[src/hdl/rsq_pkg.sv]
`timescale 1ns / 1ps

package rsq_pkg;

  // Event codes on the input channel
  typedef enum logic [1:0] {
    KIND_FADE_DONE = 2'd0,
    KIND_STATE_REQ = 2'd1,
    KIND_RESEND    = 2'd2,
    KIND_NONE      = 2'd3
  } rsq_kind_e;

  // Commands to the fade engine
  localparam logic CMD_STOP    = 1'b0;
  localparam logic CMD_PROGRAM = 1'b1;

  localparam int unsigned NUM_PATTERNS = 10;
  localparam int unsigned PAT_W        = 4;
  localparam int unsigned STEP_W       = 5;
  localparam int unsigned ADDR_W       = 6;
  localparam int unsigned ROM_W        = 16;
  localparam int unsigned DUR_W        = 16;

  localparam logic [ROM_W-1:0] FULL = 16'd7000;

  typedef struct packed {
    logic [ROM_W-1:0] red;
    logic [ROM_W-1:0] green;
    logic [ROM_W-1:0] blue;
    logic [ROM_W-1:0] fade;
    logic [ROM_W-1:0] hold;
    logic             wrap;
  } rsq_step_t;

  localparam rsq_step_t STEP_ZERO = '0;

  function automatic rsq_step_t rsq_mk(input logic [ROM_W-1:0] r, input logic [ROM_W-1:0] g,
                                       input logic [ROM_W-1:0] b, input logic [ROM_W-1:0] fade,
                                       input logic [ROM_W-1:0] hold, input logic wrap);
    rsq_step_t s;
    s.red   = r;
    s.green = g;
    s.blue  = b;
    s.fade  = fade;
    s.hold  = hold;
    s.wrap  = wrap;
    return s;
  endfunction

  // First ROM step of each pattern
  function automatic logic [ADDR_W-1:0] rsq_base(input logic [PAT_W-1:0] pat);
    logic [ADDR_W-1:0] b;
    unique case (pat)
      4'd0:    b = 6'd0;
      4'd1:    b = 6'd1;
      4'd2:    b = 6'd3;
      4'd3:    b = 6'd5;
      4'd4:    b = 6'd7;
      4'd5:    b = 6'd9;
      4'd6:    b = 6'd11;
      4'd7:    b = 6'd13;
      4'd8:    b = 6'd15;
      4'd9:    b = 6'd25;
      default: b = 6'd0;
    endcase
    return b;
  endfunction

  // Step ROM: 44 programmed entries, the rest read as zero
  function automatic rsq_step_t rsq_rom(input logic [ADDR_W-1:0] addr);
    rsq_step_t s;
    unique case (addr)
      // boot
      6'd0:  s = rsq_mk(FULL, FULL, FULL, 16'd0, 16'd60000, 1'b1);
      // wifi
      6'd1:  s = rsq_mk(16'd0, 16'd0, FULL, 16'd1200, 16'd0, 1'b0);
      6'd2:  s = rsq_mk(16'd0, 16'd0, 16'd0, 16'd1200, 16'd0, 1'b1);
      // tcp
      6'd3:  s = rsq_mk(16'd0, FULL, FULL, 16'd400, 16'd100, 1'b0);
      6'd4:  s = rsq_mk(16'd0, 16'd0, 16'd0, 16'd400, 16'd300, 1'b1);
      // mqtt stall
      6'd5:  s = rsq_mk(16'd3500, 16'd0, FULL, 16'd900, 16'd0, 1'b0);
      6'd6:  s = rsq_mk(16'd0, 16'd0, 16'd0, 16'd900, 16'd0, 1'b1);
      // cal
      6'd7:  s = rsq_mk(FULL, 16'd5950, 16'd0, 16'd800, 16'd0, 1'b0);
      6'd8:  s = rsq_mk(16'd0, 16'd0, 16'd0, 16'd800, 16'd0, 1'b1);
      // learn
      6'd9:  s = rsq_mk(FULL, 16'd0, FULL, 16'd600, 16'd0, 1'b0);
      6'd10: s = rsq_mk(16'd0, 16'd0, 16'd0, 16'd600, 16'd0, 1'b1);
      // ok
      6'd11: s = rsq_mk(16'd0, FULL, 16'd0, 16'd0, 16'd80, 1'b0);
      6'd12: s = rsq_mk(16'd0, 16'd0, 16'd0, 16'd0, 16'd2920, 1'b1);
      // warn
      6'd13: s = rsq_mk(FULL, 16'd2800, 16'd0, 16'd0, 16'd100, 1'b0);
      6'd14: s = rsq_mk(16'd0, 16'd0, 16'd0, 16'd0, 16'd100, 1'b1);
      // fault
      6'd15, 6'd17, 6'd19, 6'd21, 6'd23:
        s = rsq_mk(FULL, 16'd0, 16'd0, 16'd0, 16'd50, 1'b0);
      6'd16, 6'd18, 6'd20, 6'd22:
        s = rsq_mk(16'd0, 16'd0, 16'd0, 16'd0, 16'd50, 1'b0);
      6'd24: s = rsq_mk(16'd0, 16'd0, 16'd0, 16'd0, 16'd500, 1'b1);
      // tripped
      6'd25, 6'd27, 6'd29, 6'd37, 6'd39, 6'd41:
        s = rsq_mk(FULL, 16'd0, 16'd4900, 16'd0, 16'd100, 1'b0);
      6'd31, 6'd33, 6'd35:
        s = rsq_mk(FULL, 16'd0, 16'd4900, 16'd0, 16'd400, 1'b0);
      6'd26, 6'd28, 6'd30, 6'd32, 6'd34, 6'd36, 6'd38, 6'd40, 6'd42:
        s = rsq_mk(16'd0, 16'd0, 16'd0, 16'd0, 16'd100, 1'b0);
      6'd43: s = rsq_mk(16'd0, 16'd0, 16'd0, 16'd0, 16'd2000, 1'b1);
      default: s = STEP_ZERO;
    endcase
    return s;
  endfunction

endpackage

[src/hdl/rsq_out_fifo.sv]
`timescale 1ns / 1ps

// Four-entry result queue; takes up to two results per cycle, gives one while pop_i is high.
module rsq_out_fifo import rsq_pkg::*; #(
  parameter int unsigned WIDTH = 57
) (
  input  logic             clk_i,
  input  logic             rst_ni,
  input  logic [1:0]       push_cnt_i,
  input  logic [WIDTH-1:0] first_i,
  input  logic [WIDTH-1:0] second_i,
  input  logic             pop_i,
  output logic             full2_o,
  output logic             valid_o,
  output logic [WIDTH-1:0] data_o
);

  logic [WIDTH-1:0] mem [4];
  logic [1:0] wr_ptr_q, wr_ptr_d;
  logic [1:0] rd_ptr_q, rd_ptr_d;
  logic [2:0] count_q, count_d;
  logic [1:0] wr_next;
  logic       do_pop;

  assign do_pop  = pop_i && (count_q != 3'd0);
  assign wr_next = wr_ptr_q + 2'd1;

  always_comb begin
    wr_ptr_d = wr_ptr_q + push_cnt_i;
    rd_ptr_d = rd_ptr_q + {1'b0, do_pop};
    count_d  = count_q + {1'b0, push_cnt_i} - {2'b00, do_pop};
  end

  always_ff @(posedge clk_i or negedge rst_ni) begin
    if (!rst_ni) begin
      wr_ptr_q <= '0;
      rd_ptr_q <= '0;
      count_q  <= '0;
    end else begin
      wr_ptr_q <= wr_ptr_d;
      rd_ptr_q <= rd_ptr_d;
      count_q  <= count_d;
    end
  end

  always_ff @(posedge clk_i) begin
    if (push_cnt_i != 2'd0) begin
      mem[wr_ptr_q] <= first_i;
    end
    if (push_cnt_i == 2'd2) begin
      mem[wr_next] <= second_i;
    end
  end

  // Room for two more results only while at most two are queued
  assign full2_o = count_q > 3'd2;
  assign valid_o = count_q != 3'd0;
  assign data_o  = mem[rd_ptr_q];

endmodule
[config.mk]
export PLATFORM = sky130hd
export DESIGN_NAME = rsq_out_fifo
export DESIGN_NICKNAME = d
export VERILOG_FILES = /design/src/hdl/rsq_pkg.sv /design/src/hdl/rsq_out_fifo.sv
export SDC_FILE = /design/constraint.sdc
export NUM_CORES = 1
export LEC_CHECK = 0
export BUFFER_PORTS_ARGS = -buffer_cell sky130_fd_sc_hd__buf_4
export CAP_MARGIN = 20
export CORE_ASPECT_RATIO = 0.5
export CORE_MARGIN = 2
export CORE_UTILIZATION = 52
export DETAILED_ROUTE_END_ITERATION = 10
export GPL_TIMING_DRIVEN = 1
export PLACE_DENSITY = 0.85
export SYNTH_ARGS = -nofsm -noshare
export SYNTH_HDL_FRONTEND = slang
export SYNTH_SLANG_ARGS = --single-unit
[constraint.sdc]
create_clock -name clk_i -period 5 [get_ports clk_i]
set_clock_uncertainty 0.15 [all_clocks]
set_input_delay 0.75 -clock clk_i [delete_from_list [all_inputs] [get_ports clk_i]]
set_output_delay 0.75 -clock clk_i [all_outputs]
set_load 0.01 [all_outputs]
==> flow_summary.ini <==
[status]
status = complete, no violations

[worst_hold_path]
hp-class = input pin to flop
min_to = rd_ptr_q[0]
worstHoldStart = pop_i
holdPathStages = 3

[global_routing]
antenna_found_initial = 0
grt_pass1_wl_um = 39200
grt_max_degree = 58
grt-ovfl-total = 0
grt_pass1_vias = 6797
track_usage_pct = 21.8

[cts]
clock_latency_ps = 510
numCtsBuffers = 22
ctsHoldBuffers = 1
cts.path.max_buffers = 3
path_clk_slew_ps = 60
clock_sinks = 235
cts_setup_buffers = 0
h-tree-depth = 1
cts_tree = built
cts-root-buf = clkbuf_16
cts_resized = 0

[power]
power_mw = 7.66
vdd_drop_max_v = 0.000272
power.density_mw_per_mm2 = 550
leakagePower_nw = 5.01

[synthesis]
synth_nets = 714
syn_area_per_cell_um2 = 19.6
yosysTopAreaCell = edfxtp_1
ys_types = 27
syn_inst = 591
synth_top_area_share_pct = 59.0
yosysSeqAreaShare_pct = 60.5
ys_ff_latch = 235
synth_area_leaders = edfxtp_1 59%, mux2_2 13%, mux4_2 11%, mux2_4 6.3%, mux2_1 4.1%
syn_area_mm2 = 0.0116
yosysWarnings = 0

[layout]
multi_input_area_mm2 = 0.00433
final_common_cell = edfxtp_1
final_cell_mix = 228 x edfxtp_1, 190 x buf_4, 137 x mux2_2
finalNetCount = 891
n_fill_cell = 1561
area_growth_pct = 19.8
n_antenna_cell = 0
seq_area_mm2 = 0.00703
utilization_pct = 63.9
drive_gt1_share_pct = 60.2

[place]
hpwlAfterDp_um = 15400
place.gp.congestion = 0.773
pre_cts_ws_ps = 2010
port_buffers = 177

[setup_path]
ff2ff_setup_slack_ps = 2390
critPathMaxStageDelay_ps = 870
worstPathCellList = buf_4 -> mux4_2 -> buf_4
start_kind = flop
required_ps = 4100
rr_endpoint = mem[2][35]
crit_slowest_cell = dfrtp_4
worst-path-stages = 3
crit_family = flip-flops
timing.critical_path.mode_cell = buf_4
path_buf_inv = 2
rr_worst_depth = 3
arrival_ps = 2560
reg2reg_from = wr_ptr_q[1]
cp_max_fo = 32
worst-setup-path-type = flop to output port
worst_setup_path_end_kind = output port

[timing]
fin_tns_setup_ps = 0
fin_ws_ps = 1540
post-route-period-util_pct = 69.1
rsz0062_at_grt = no
fmax_ghz = 0.289
drv_slew = 0
period_needed_ps = 3460
relSlewSlack_pct = 29.9
hold_viol = 0
setup_viol = 0
tightest_slew_ps = 1050

[detailed_routing]
wl_per_cell_um = 23.5
drc = 0
first_pass_iters = 4
vias_per_cell = 5.80
drt-initial-drc-count = 471
routed_wl_um = 25400
vias = 6282
ant_nets = 0

[die]
num_rows = 38
coreArea_mm2 = 0.0218
chipHeight_um = 110
dieArea_mm2 = 0.0236
design.portCount = 178
die_x_um = 215
initial_core_util_pct = 53.3

[run]
cap_violations = 0
==> power breakdown <==
part | leakage, nW | internal (mW) | switching, mW
registers | 2.22 | 2.94 | 0.305
logic | 2.45 | 1.43 | 1.32
clock network | 0.341 | 0.944 | 0.722
total | 5.01 | 5.31 | 2.35
==> tightest hold or removal path, cell delays in order <==
cell,delay (ps)
buf_4,120
o31ai_1,70
xnor2_1,70
==> how the worst max path moves through the flow <==
stage	from	to	slack (ps)
6_report	rd_ptr_q[0]	data_o[41]	1540
4_1_cts	rd_ptr_q[0]	data_o[41]	1450
3_3_place_gp	rd_ptr_q[0]	data_o[41]	2010
5_1_grt	rd_ptr_q[0]	data_o[43]	1350
3_5_place_dp	rd_ptr_q[0]	data_o[41]	2010
2_1_floorplan	push_cnt_i[1]	mem[2][0]	720
==> cells in the mapped netlist (all sizes together) <==
| library cell | number |
|---|---|
| mux2 | 228 |
| mux4 | 57 |
| nor4b | 1 |
| o21ai | 2 |
| a21o | 1 |
| dfrtp | 7 |
| nor2 | 3 |
| ha | 3 |
| mux2i | 2 |
| edfxtp | 228 |
| inv | 5 |
| xnor2 | 5 |
| or3 | 1 |
| xor2 | 1 |
| o31ai | 1 |
| o21bai | 2 |
| fa | 1 |
| clkbuf | 1 |
| nand4b | 1 |
| buf | 38 |
| and4bb | 2 |
| o311ai | 1 |
==> layer usage <==
metal / track usage (%) / part of all wire (%)
met1: 28.0 / 42
met2: 39.7 / 52
met3: 3.35 / 3.9
met4: 5.37 / 2.0
met5: 0 / 0
==> flip-flops by register name, indices dropped and copies added, names as in the netlist <==
register,flops
count_q,3
mem,228
wr_ptr_q,2
rd_ptr_q,2
==> through the flow <==
stage	std cells	cell area, µm²	hold WS, ps
after floorplan	591	11600	304
after detailed placement	1043	13200	418
after CTS	1083	13900	368
after global placement	1043	13200	402
after global routing	1083	13900	381
final	1083	13900	391
==> final cells by class <==
cell class	count	area share (%)
Sequential cell	235	50.5
Multi-Input combinational cell	312	31.2
Timing Repair Buffer	192	10.5
Clock buffer	27	4.25
Tap cell	300	2.70
Clock inverter	12	0.774
Inverter	5	0.135
==> kinds of logic after synthesis <==
kind of cell	Yosys count	synth area share [%]
mux	287	34.9
flops	235	60.5
buf+inv	44	2.58
simple gates	8	0.647
compound gates	7	0.420
xor+xnor	6	0.453
fa+ha+maj	4	0.496
Power figures use the tool's default switching activity.
